File: config.mk
export PLATFORM = sky130hd
export DESIGN_NAME = sptw_ctrl
export DESIGN_NICKNAME = d
export VERILOG_FILES = /design/src/hw/rtl/sptw_pkg.sv /design/src/hw/rtl/sptw_ctrl.sv
export SDC_FILE = /design/constraint.sdc
export NUM_CORES = 1
export LEC_CHECK = 0
export ABC_AREA = 1
export BUFFER_PORTS_ARGS = -buffer_cell sky130_fd_sc_hd__buf_2
export CAP_MARGIN = 10
export CORE_AREA = 2 2 39 41
export CTS_BUF_LIST = sky130_fd_sc_hd__clkbuf_16
export DETAILED_ROUTE_END_ITERATION = 16
export DIE_AREA = 0 0 41 43
export GPL_TIMING_DRIVEN = 0
export SETUP_SLACK_MARGIN = 0.02
export SLEW_MARGIN = 40
export SYNTH_ARGS = -nofsm -noshare
export SYNTH_HDL_FRONTEND = slang
export SYNTH_SLANG_ARGS = --single-unit
File: constraint.sdc
create_clock -name clk_i -period 1.3 [get_ports clk_i]
set_input_delay 0.065 -clock clk_i [delete_from_list [all_inputs] [get_ports clk_i]]
set_output_delay 0.065 -clock clk_i [all_outputs]
set_load 0.01 [all_outputs]
File: src/hw/rtl/sptw_pkg.sv
// Package: shared widths, reset values, register codes and types of the segmented page walker.
package sptw_pkg;

  // Fixed field widths
  localparam int unsigned VADDR_W    = 32;
  localparam int unsigned PFN_W      = 20;
  localparam int unsigned CNT_W      = 9;
  localparam int unsigned SEG_W      = 2;
  localparam int unsigned ENTRY_W    = 24;
  localparam int unsigned NUM_SEGS   = 4;
  localparam int unsigned CFG_IDX_W  = 3;
  localparam int unsigned CFG_DATA_W = 20;

  // Parameter defaults
  localparam int unsigned SEG_PAGES_DEF  = 256;
  localparam int unsigned PAGE_SHIFT_DEF = 12;

  // Register reset values
  localparam logic [PFN_W-1:0] STACK_TOP_RST     = 20'h80000;
  localparam logic [PFN_W-1:0] DYNAMIC_START_RST = 20'd65600;
  localparam logic [PFN_W-1:0] STATIC_START_RST  = 20'd65536;
  localparam logic [PFN_W-1:0] TEXT_START_RST    = 20'd1024;

  // Segment codes
  localparam logic [SEG_W-1:0] SEG_STACK = 2'd0;

  // Configuration register indexes
  typedef enum logic [CFG_IDX_W-1:0] {
    RegStackLimit   = 3'd0,
    RegStackCount   = 3'd1,
    RegDynamicStart = 3'd2,
    RegDynamicCount = 3'd3,
    RegStaticStart  = 3'd4,
    RegStaticCount  = 3'd5,
    RegTextStart    = 3'd6,
    RegTextCount    = 3'd7
  } cfg_reg_e;

  // Request types
  localparam logic REQ_WALK = 1'b0;
  localparam logic REQ_MAP  = 1'b1;

  // Controller states, one-hot
  typedef enum logic [4:0] {
    StClear  = 5'b00001,
    StIdle   = 5'b00010,
    StLocate = 5'b00100,
    StRead   = 5'b01000,
    StResp   = 5'b10000
  } state_e;

  typedef struct packed {
    logic               req_type;
    logic [VADDR_W-1:0] vaddr;
    logic [PFN_W-1:0]   vpn;
    logic [PFN_W-1:0]   entry_pfn;
    logic               entry_global;
    logic               entry_present;
    logic               entry_user;
    logic               entry_writable;
  } req_t;

  typedef struct packed {
    logic             found;
    logic [SEG_W-1:0] segment;
    logic [PFN_W-1:0] pfn;
    logic             global_flag;
    logic             present_flag;
    logic             user_flag;
    logic             writable_flag;
    logic [PFN_W-1:0] replaced_pfn;
  } rsp_t;

  // Controller to datapath commands
  typedef struct packed {
    logic clr_wr;
    logic capture;
    logic locate;
    logic read;
    logic load_out;
  } cmd_t;

  // Datapath to controller status
  typedef struct packed {
    logic clr_last;
  } sts_t;

endpackage

File: src/hw/rtl/sptw_ctrl.sv
// Controller: state machine that sequences clearing, capture, locate, read and response.
module sptw_ctrl (
  input  logic             clk_i,
  input  logic             rst_ni,
  input  logic             req_valid_i,
  output logic             req_ready_o,
  output logic             rsp_valid_o,
  input  logic             rsp_ready_i,
  input  sptw_pkg::sts_t   sts_i,
  output sptw_pkg::cmd_t   cmd_o
);

  sptw_pkg::state_e state_q, state_d;
  logic             out_valid_q, out_valid_d;

  // Next state and commands
  always_comb begin
    state_d     = state_q;
    out_valid_d = out_valid_q;
    cmd_o       = '0;
    req_ready_o = 1'b0;
    // drop the held result once it is transferred
    if (out_valid_q && rsp_ready_i) begin
      out_valid_d = 1'b0;
    end
    unique case (state_q)
      sptw_pkg::StClear: begin
        cmd_o.clr_wr = 1'b1;
        if (sts_i.clr_last) begin
          state_d = sptw_pkg::StIdle;
        end
      end
      sptw_pkg::StIdle: begin
        req_ready_o = 1'b1;
        if (req_valid_i) begin
          cmd_o.capture = 1'b1;
          state_d       = sptw_pkg::StLocate;
        end
      end
      sptw_pkg::StLocate: begin
        cmd_o.locate = 1'b1;
        state_d      = sptw_pkg::StRead;
      end
      sptw_pkg::StRead: begin
        cmd_o.read = 1'b1;
        state_d    = sptw_pkg::StResp;
      end
      sptw_pkg::StResp: begin
        // hold until the output register is free
        if (!out_valid_q || rsp_ready_i) begin
          cmd_o.load_out = 1'b1;
          out_valid_d    = 1'b1;
          state_d        = sptw_pkg::StIdle;
        end
      end
      default: begin
        state_d = sptw_pkg::StIdle;
      end
    endcase
  end

  // State registers
  always_ff @(posedge clk_i or negedge rst_ni) begin
    if (!rst_ni) begin
      state_q     <= sptw_pkg::StClear;
      out_valid_q <= 1'b0;
    end else begin
      state_q     <= state_d;
      out_valid_q <= out_valid_d;
    end
  end

  assign rsp_valid_o = out_valid_q;

endmodule

# ---- Word level (Yosys, flattened, before mapping)
# Cells that the tools add are included.
# W data, S select, Z words.
dict set report totals {
  inputBits 5
  register_bits 6
  word_cells 29
  out_inout_bits 7
}
dict set report op_classes {
  mux 15
  n_reduce_logical 4
  eq_ne 8
}
# op count
set op_table {}
lappend op_table {{$pmux W5 S5} 1}
lappend op_table {{$mux W5} 3}
lappend op_table {{$mux W1} 11}
lappend op_table {{$ne A2 B2 Y1 const B} 3}
lappend op_table {{$eq A5 B1 Y1 const B} 1}
lappend op_table {{$eq A5 B2 Y1 const B} 1}
lappend op_table {{$eq A5 B3 Y1 const B} 1}
lappend op_table {{$eq A5 B4 Y1 const B} 1}
lappend op_table {{$eq A5 B5 Y1 const B} 1}
lappend op_table {{$reduce_and A3 Y1} 1}
lappend op_table {{$logic_and A1 B1 Y1} 1}
lappend op_table {{$logic_not A1 Y1} 1}
lappend op_table {{$logic_or A1 B1 Y1} 1}

# ---- Logic depth before layout (Yosys ltp)
# Gate-level depths: netlist of the first run.
dict set report logic_depth {
  depth_word 4
  mapped_depth 6
  depth_no_buf 6
}

# ---- Least setup slack after synthesis of the first run
# No wires, ideal clock.
dict set report synth_path {
  kind {reg2out}
  from {register state_q[0]}
  to {output cmd_o[4] (netlist bit)}
  n_path_buf 0
  t_arrival_ps 953
  required_time_ps 1235
  path_stages_with_launch 3
  slack_ps 282
  cell_sequence {dfstp_2 -> nand2_1 -> nor4_1}
}
# item line_no
set synth_lines {}
lappend synth_lines {{start, declared} sptw_ctrl.sv:13} ;# sptw_pkg::state_e state_q, state_d;
lappend synth_lines {{start signal, assigned} sptw_ctrl.sv:65} ;# state_q <= sptw_pkg::StClear;
lappend synth_lines {{start signal, assigned} sptw_ctrl.sv:68} ;# state_q <= state_d;
lappend synth_lines {{end, declared} sptw_ctrl.sv:10} ;# output sptw_pkg::cmd_t cmd_o

==> metrics.md, run 1 <==
| Metric | Value |
|---|---|
| Die X | `41 um` |
| Setup crit end | `cmd_o[4]` |
| Pre-antenna DRT Iters | `4` |
| Die Y-Extent | `43 um` |
| Routed Wire Length | `about 670 um` |
| R2R cell count | `5` |
| Placed instance area | `428 sq um` |
| Share of cells above drive strength 1 | `~50%` |
| Period utilization | `a little under 100%` |
| Net Sw Power | `394 uW` |
| Gp weighted congestion | `around 0.65` |
| Leak | `between 0.3 and 0.4 nW` |
| Max-Slew Margin vs Limit | `85.9%` |
| Critical Setup Path Class | `reg2out` |
| Clock power share | `between 40% and 50%` |
| PD cells | `around 2200 nW/um^2` |
| Diode count | `0` |
| Clk Latency, worst-skew pair | `approximately 230 ps` |
| Clk slew on worst S/H paths | `30 ps` |
| Hold_ws | `84.0 ps` |
| Syn avg cell area | `8.21 sq um` |
| PnR worst setup slack | `between 50 and 60 ps` |
| Initial antenna violation count | `0` |
| Initial Util | `approximately 25%` |
| DR WL/cell | `8.89 um` |
| Clk sinks | `6` |
| Comb pwr share | `34.8%` |
| Final Slew Violations | `0` |
| FF-to-FF End | `state_q[1]$_DFFE_PN0P_` |
| Seq pwr share | `between 20% and 30%` |
| Max clock buf depth | `2` |
| Yosys cell types | `17` |
| Most frequent cells in the layout | `buf_2 (10), inv_1 (9), nor2_1 (6)` |
| Grt total ovfl | `0` |
| Design Power | `1.21 mW` |
| Critical Path AT | `1180 ps` |
| Cts bufs inserted | `3` |
| Reg2reg start | `state_q[0]$_DFFE_PN1P_` |
| Vias per cell | `4.07` |
| Std-Cell Rows | `14` |
| Setup crit end kind | `output port` |
| GRT Util Overall | `10.4%` |
| RSZ-0062 raised after global routing | `yes` |
| Fin area | `546 sq um` |
| Synthesized area | `353 sq um` |
| Vias in the first global route | `305` |
| Worst VDD drop | `1390 uV` |
| CTS H-tree depth | `1` |
| Via Count | `305` |
| Int Pwr | `814 uW` |
| Status | `finished, final reports clean` |
| DRT iter0 DRCs | `6` |
| Synthesis-to-layout area growth | `54.6%` |
| Tmin final | `1250 ps` |
| CP startpoint | `state_q[0]$_DFFE_PN1P_` |
| Worst R2R Setup Slack | `about 180 ps` |
| Top achievable clock speed | `approximately 800 MHz` |
| First-pass GRT wire length | `1.15 mm` |
| Core area | `1380 sq um` |
| Final Util | `around two fifths` |
| Post-DP HPWL | `about 530 um` |
| #FFs+latches synth | `6` |
| Input/output buffers | `11` |
| Die area | `1760 sq um` |
| Final hold vios | `0` |
| Final Setup Violations | `0` |
| Dpl ws | `221 ps` |
| Commonest non-fill, non-tap cell in the layout | `buf_2` |
| Max-cap check violation count | `0` |
| Yosys warning total | `0` |
| Num ports | `12` |
| Nets | `65` |
| Sw Ratio | `32.6%` |
| CTS tree | `yes` |
| CP required | `1240 ps` |
| Synth Net Count | `48` |
| Post-route ant nets | `0` |
| DRC violation count after routing | `0` |
| Tightest Pin Transition | `211 ps` |
| Clock root cell | `clkbuf_16` |
| CP Max Fanout | `3` |
| Clk_skew | `4.30 ps` |
| Seq/Total Area, Yosys | `42.9%` |
| Post-Syn Instances | `43` |
| Pin count of the biggest net entering global routing | `7` |
| Hold Path Class | `in2reg` |
| CP startpoint kind | `register` |
-- cells in the mapped netlist --
cell type	count	area [sq um]
dfrtp_1	5	125
buf_4	1	7.51
nor4_1	1	6.26
nand3_1	2	10.0
nand4_1	1	6.26
nand3_4	1	17.5
nor2_4	1	11.3
clkinv_1	1	3.75
nand3_2	3	30.0
o21ai_0	1	5.00
dfstp_2	1	26.3
inv_1	9	33.8
nor2_1	7	26.3
nand2_1	4	15.0
o21ai_2	1	8.76
nor2_2	2	12.5
inv_2	2	7.51
-- flip-flops by register name (all words and copies together) (netlist names) --
name	cells
state_q	5
rsp_valid_o	1
-- through the flow --
stage,cells,TNS [ps]
2_1_floorplan,43,0
3_3_place_gp,70,0
3_5_place_dp,70,0
4_1_cts,75,0
5_1_grt,75,-15.4
6_report,75,0
-- critical path: stages, from the launching register on --
cell	delay, ps
dfstp_2	560
nand2_1	100
nor4_2	130
buf_2	170
-- layer usage --
| layer | global-route usage, % | share of wire (%) | vias to the layer above |
|---|---|---|---|
| met2 | 14.4 | 51 | 6 |
| li1 | - | - | 160 |
| met5 | 0 | 0 | - |
| met3 | 1.57 | 3.4 | 2 |
| met1 | 12.0 | 44 | 137 |
| met4 | 12.0 | 1.2 | 0 |
-- worst min path at each step --
stage	from	end	slack, ps	cells past startpoint
after floorplan	rst_ni	rsp_valid_o$_DFF_PN0_	-230	0
after global placement	rst_ni	rsp_valid_o$_DFF_PN0_	-110	1
after detailed placement	rst_ni	rsp_valid_o$_DFF_PN0_	-110	1
after CTS	rsp_ready_i	rsp_valid_o$_DFF_PN0_	80	2
after global routing	rsp_ready_i	rsp_valid_o$_DFF_PN0_	110	2
final	rsp_ready_i	rsp_valid_o$_DFF_PN0_	80	2
-- power groups by stage --
| stage | logic [mW] | registers (mW) | clock network (mW) |
|---|---|---|---|
| global placement | 0.386 | 0.278 | 0 |
| finish | 0.421 | 0.292 | 0.496 |
| global route | 0.476 | 0.301 | 0.518 |
| CTS | 0.392 | 0.278 | 0.510 |
| floorplan | 0.299 | 0.274 | 0 |
| detailed placement | 0.387 | 0.280 | 0 |
-- repair_timing --
action / 4_1_cts / 5_1_grt
setup endpoints to repair: 1 / 4
buffers inserted: 0 / 1
gates cloned: 0 / 0
resized for setup: 0 / 7
pin swaps: 1 / 2
hold endpoints to repair: 6 / 0
hold buffers: 1 / 0
-- area by class of cell --
| cell class | instances | area [sq um] |
|---|---|---|
| Tap cell | 16 | 20.0 |
| Timing Repair Buffer | 13 | 78.8 |
| Clock buffer | 3 | 75.1 |
| Multi-Input combinational cell | 24 | 170 |
| Fill cell | 138 | 838 |
| Clock inverter | 1 | 3.75 |
| Sequential cell | 6 | 153 |
| Inverter | 12 | 45.0 |
-- cells by family after synthesis --
kind of cell,after synthesis,share of synthesized area (%)
AOI/OAI and AO/OA,2,3.90
buffers and inverters,13,14.9
DFF,6,42.9
and+or+nand+nor,22,38.3
Power figures use the tool's default switching activity.
==> run 2, diff against run 1 <==
- CELL_PAD_IN_SITES_DETAIL_PLACEMENT: not set -> 1
- CELL_PAD_IN_SITES_GLOBAL_PLACEMENT: not set -> 1
- PLACE_DENSITY_LB_ADDON: not set -> 0.1
==> run 2 against run 1 <==
Total power grew 3.4%. Routed wire length is 29% higher. Sequential share of layout area down 0.13 points. Clock power up 3%. Clock skew hardly changed. Sequential power hardly changed. Sequential cell count did not move. Critical path depth increased by 2. Non-clock buffer count grew 2. Design area increased by 0.46%. Final cell count rose by 2.7%. Die area unchanged. Highest routed layer unchanged.
==> metrics.md, run 2 (synthesis results as in run 1) <==
| Metric | Value |
|---|---|
| Status | `finished, final reports clean` |
| Grt total ovfl | `0` |
| CP startpoint | `state_q[0]$_DFFE_PN1P_` |
| GRT Util Overall | `12.4%` |
| Largest Register | `state_q` |
| Critical Path AT | `1230 ps` |
| Post-DP HPWL | `between 600 and 700 um` |
| Routed Wire Length | `862 um` |
| Max-Slew Margin vs Limit | `about 85%` |
| R2R cell count | `5` |
| Cell family with most CP delay | `flip-flops` |
| Max reg flops | `5` |
| Synthesis-to-layout area growth | `55.3%` |
| Critical Setup Path Class | `reg2out` |
| Hold_sp | `rsp_ready_i` |
| FF-to-FF End | `state_q[1]$_DFFE_PN0P_` |
| Vias per cell | `4.17` |
| DRC violation count after routing | `0` |
| Most frequent cells in the layout | `buf_2 (11), inv_1 (10), nor2_1 (6)` |
| CTS tree | `yes` |
| Setup crit end | `cmd_o[2]` |
| Design Power | `1.25 mW` |
| Setup crit end kind | `output port` |
| Clk sinks | `6` |
| Tightest Pin Transition | `219 ps` |
| CP Max Fanout | `4` |
| WP depth | `5` |
| DRT iter0 DRCs | `2` |
| Share of cells above drive strength 1 | `52.5%` |
| CP startpoint kind | `register` |
| Placed instance area | `roughly 430 sq um` |
| DR WL/cell | `11.2 um` |
| Diode count | `0` |
| PD cells | `2280 nW/um^2` |
| Num ports | `12` |
| CTS H-tree depth | `1` |
| Initial Util | `about a quarter` |
| Hold Path Class | `in2reg` |
| Crit path buf inv count | `3` |
| Fin area | `548 sq um` |
| Via Count | `321` |
| Final hold vios | `0` |
| Top achievable clock speed | `about 770 MHz` |
| Nets | `67` |
| Final Slew Violations | `0` |
| Max clock buf depth | `2` |
| Initial antenna violation count | `0` |
| Clk slew on worst S/H paths | `30 ps` |
| RSZ-0062 raised after global routing | `yes` |
| Tmin final | `1290 ps` |
| Reg2reg start | `state_q[0]$_DFFE_PN1P_` |
| Critical path's slowest cell | `dfstp_2` |
| Leak | `0.322 nW` |
| Std-Cell Rows | `14` |
| Gp weighted congestion | `0.685` |
| Max-cap check violation count | `0` |
| Cts bufs inserted | `3` |
| Worst R2R Setup Slack | `roughly 150 ps` |
| First-pass GRT wire length | `1.44 mm` |
| Clock root cell | `clkbuf_16` |
| Period utilization | `between 90 and 100%` |
| Slowest stage delay, CP | `570 ps` |
| Vias in the first global route | `353` |
| Die Y-Extent | `43 um` |
| Core area | `~1400 sq um` |
| Die area | `roughly 1800 sq um` |
| Worst VDD drop | `1130 uV` |
| Clk_skew | `4.41 ps` |
| Clk Latency, worst-skew pair | `roughly 230 ps` |
| CP required | `around 1200 ps` |
| Pre-antenna DRT Iters | `2` |
| Pin count of the biggest net entering global routing | `7` |
| Final Util | `39.6%` |
| Die X | `41 um` |
| Final Setup Violations | `0` |
| Total negative setup slack | `0 ps` |
| Commonest non-fill, non-tap cell in the layout | `buf_2` |
| Input/output buffers | `11` |
| Worst-path cell chain | `nor2_4, nand3_2, inv_1, buf_4, buf_2` |
| Post-route ant nets | `0` |
run 2: stage by stage:
step	hold WS (ps)	setup slack, ps	cells
6_report	55.1	9.10	77
5_1_grt	99.6	-36.4	77
4_1_cts	63.3	0.269	75
3_5_place_dp	-102	161	70
3_3_place_gp	-107	225	70
2_1_floorplan	-231	282	43
run 2: repair_timing:
item                                    4_1_cts  5_1_grt
endpoints found under the setup margin        2        4
hold buffers                                  1        0
hold endpoints to repair                      6        0
buffers inserted                              0        2
pin swaps                                     2        2
resized for setup                             1        4
run 2: area by class of cell:
cell class / instances / area [sq um]
fill: 177 / 836
multi-input combinational: 24 / 164
sequential: 6 / 153
timing repair buffer: 14 / 80.1
clock buffer: 3 / 75.1
inverter: 12 / 45.0
tap: 16 / 20.0
buffer: 1 / 7.51
clock inverter: 1 / 3.75
run 2: worst min path at each step:
stage	endpoint	cells after the start	slack [ps]
2_1_floorplan	rsp_valid_o$_DFF_PN0_	0	-230
5_1_grt	rsp_valid_o$_DFF_PN0_	2	100
3_5_place_dp	rsp_valid_o$_DFF_PN0_	1	-100
3_3_place_gp	rsp_valid_o$_DFF_PN0_	1	-110
4_1_cts	rsp_valid_o$_DFF_PN0_	2	60
6_report	rsp_valid_o$_DFF_PN0_	2	60
run 2: report_power, final:
group	leakage, nW	total [mW]	internal [mW]	switching, mW
registers	0.0745	0.289	0.233	0.0555
logic	0.205	0.452	0.202	0.249
clock network	0.0423	0.510	0.399	0.110
run 2: worst register-to-register path: stages, from the launching register on:
cell	delay, ps
dfstp_2	570
nand2_2	80
nor2_1	110
nand3_1	120
nand2_1	110
o21ai_2	50
run 2: routing by layer:
metal | track usage (%) | wire length [um]
met5 | 0 | 0
met4 | 8.00 | 5
met2 | 18.1 | 434
met3 | 3.14 | 41
met1 | 15.4 | 380
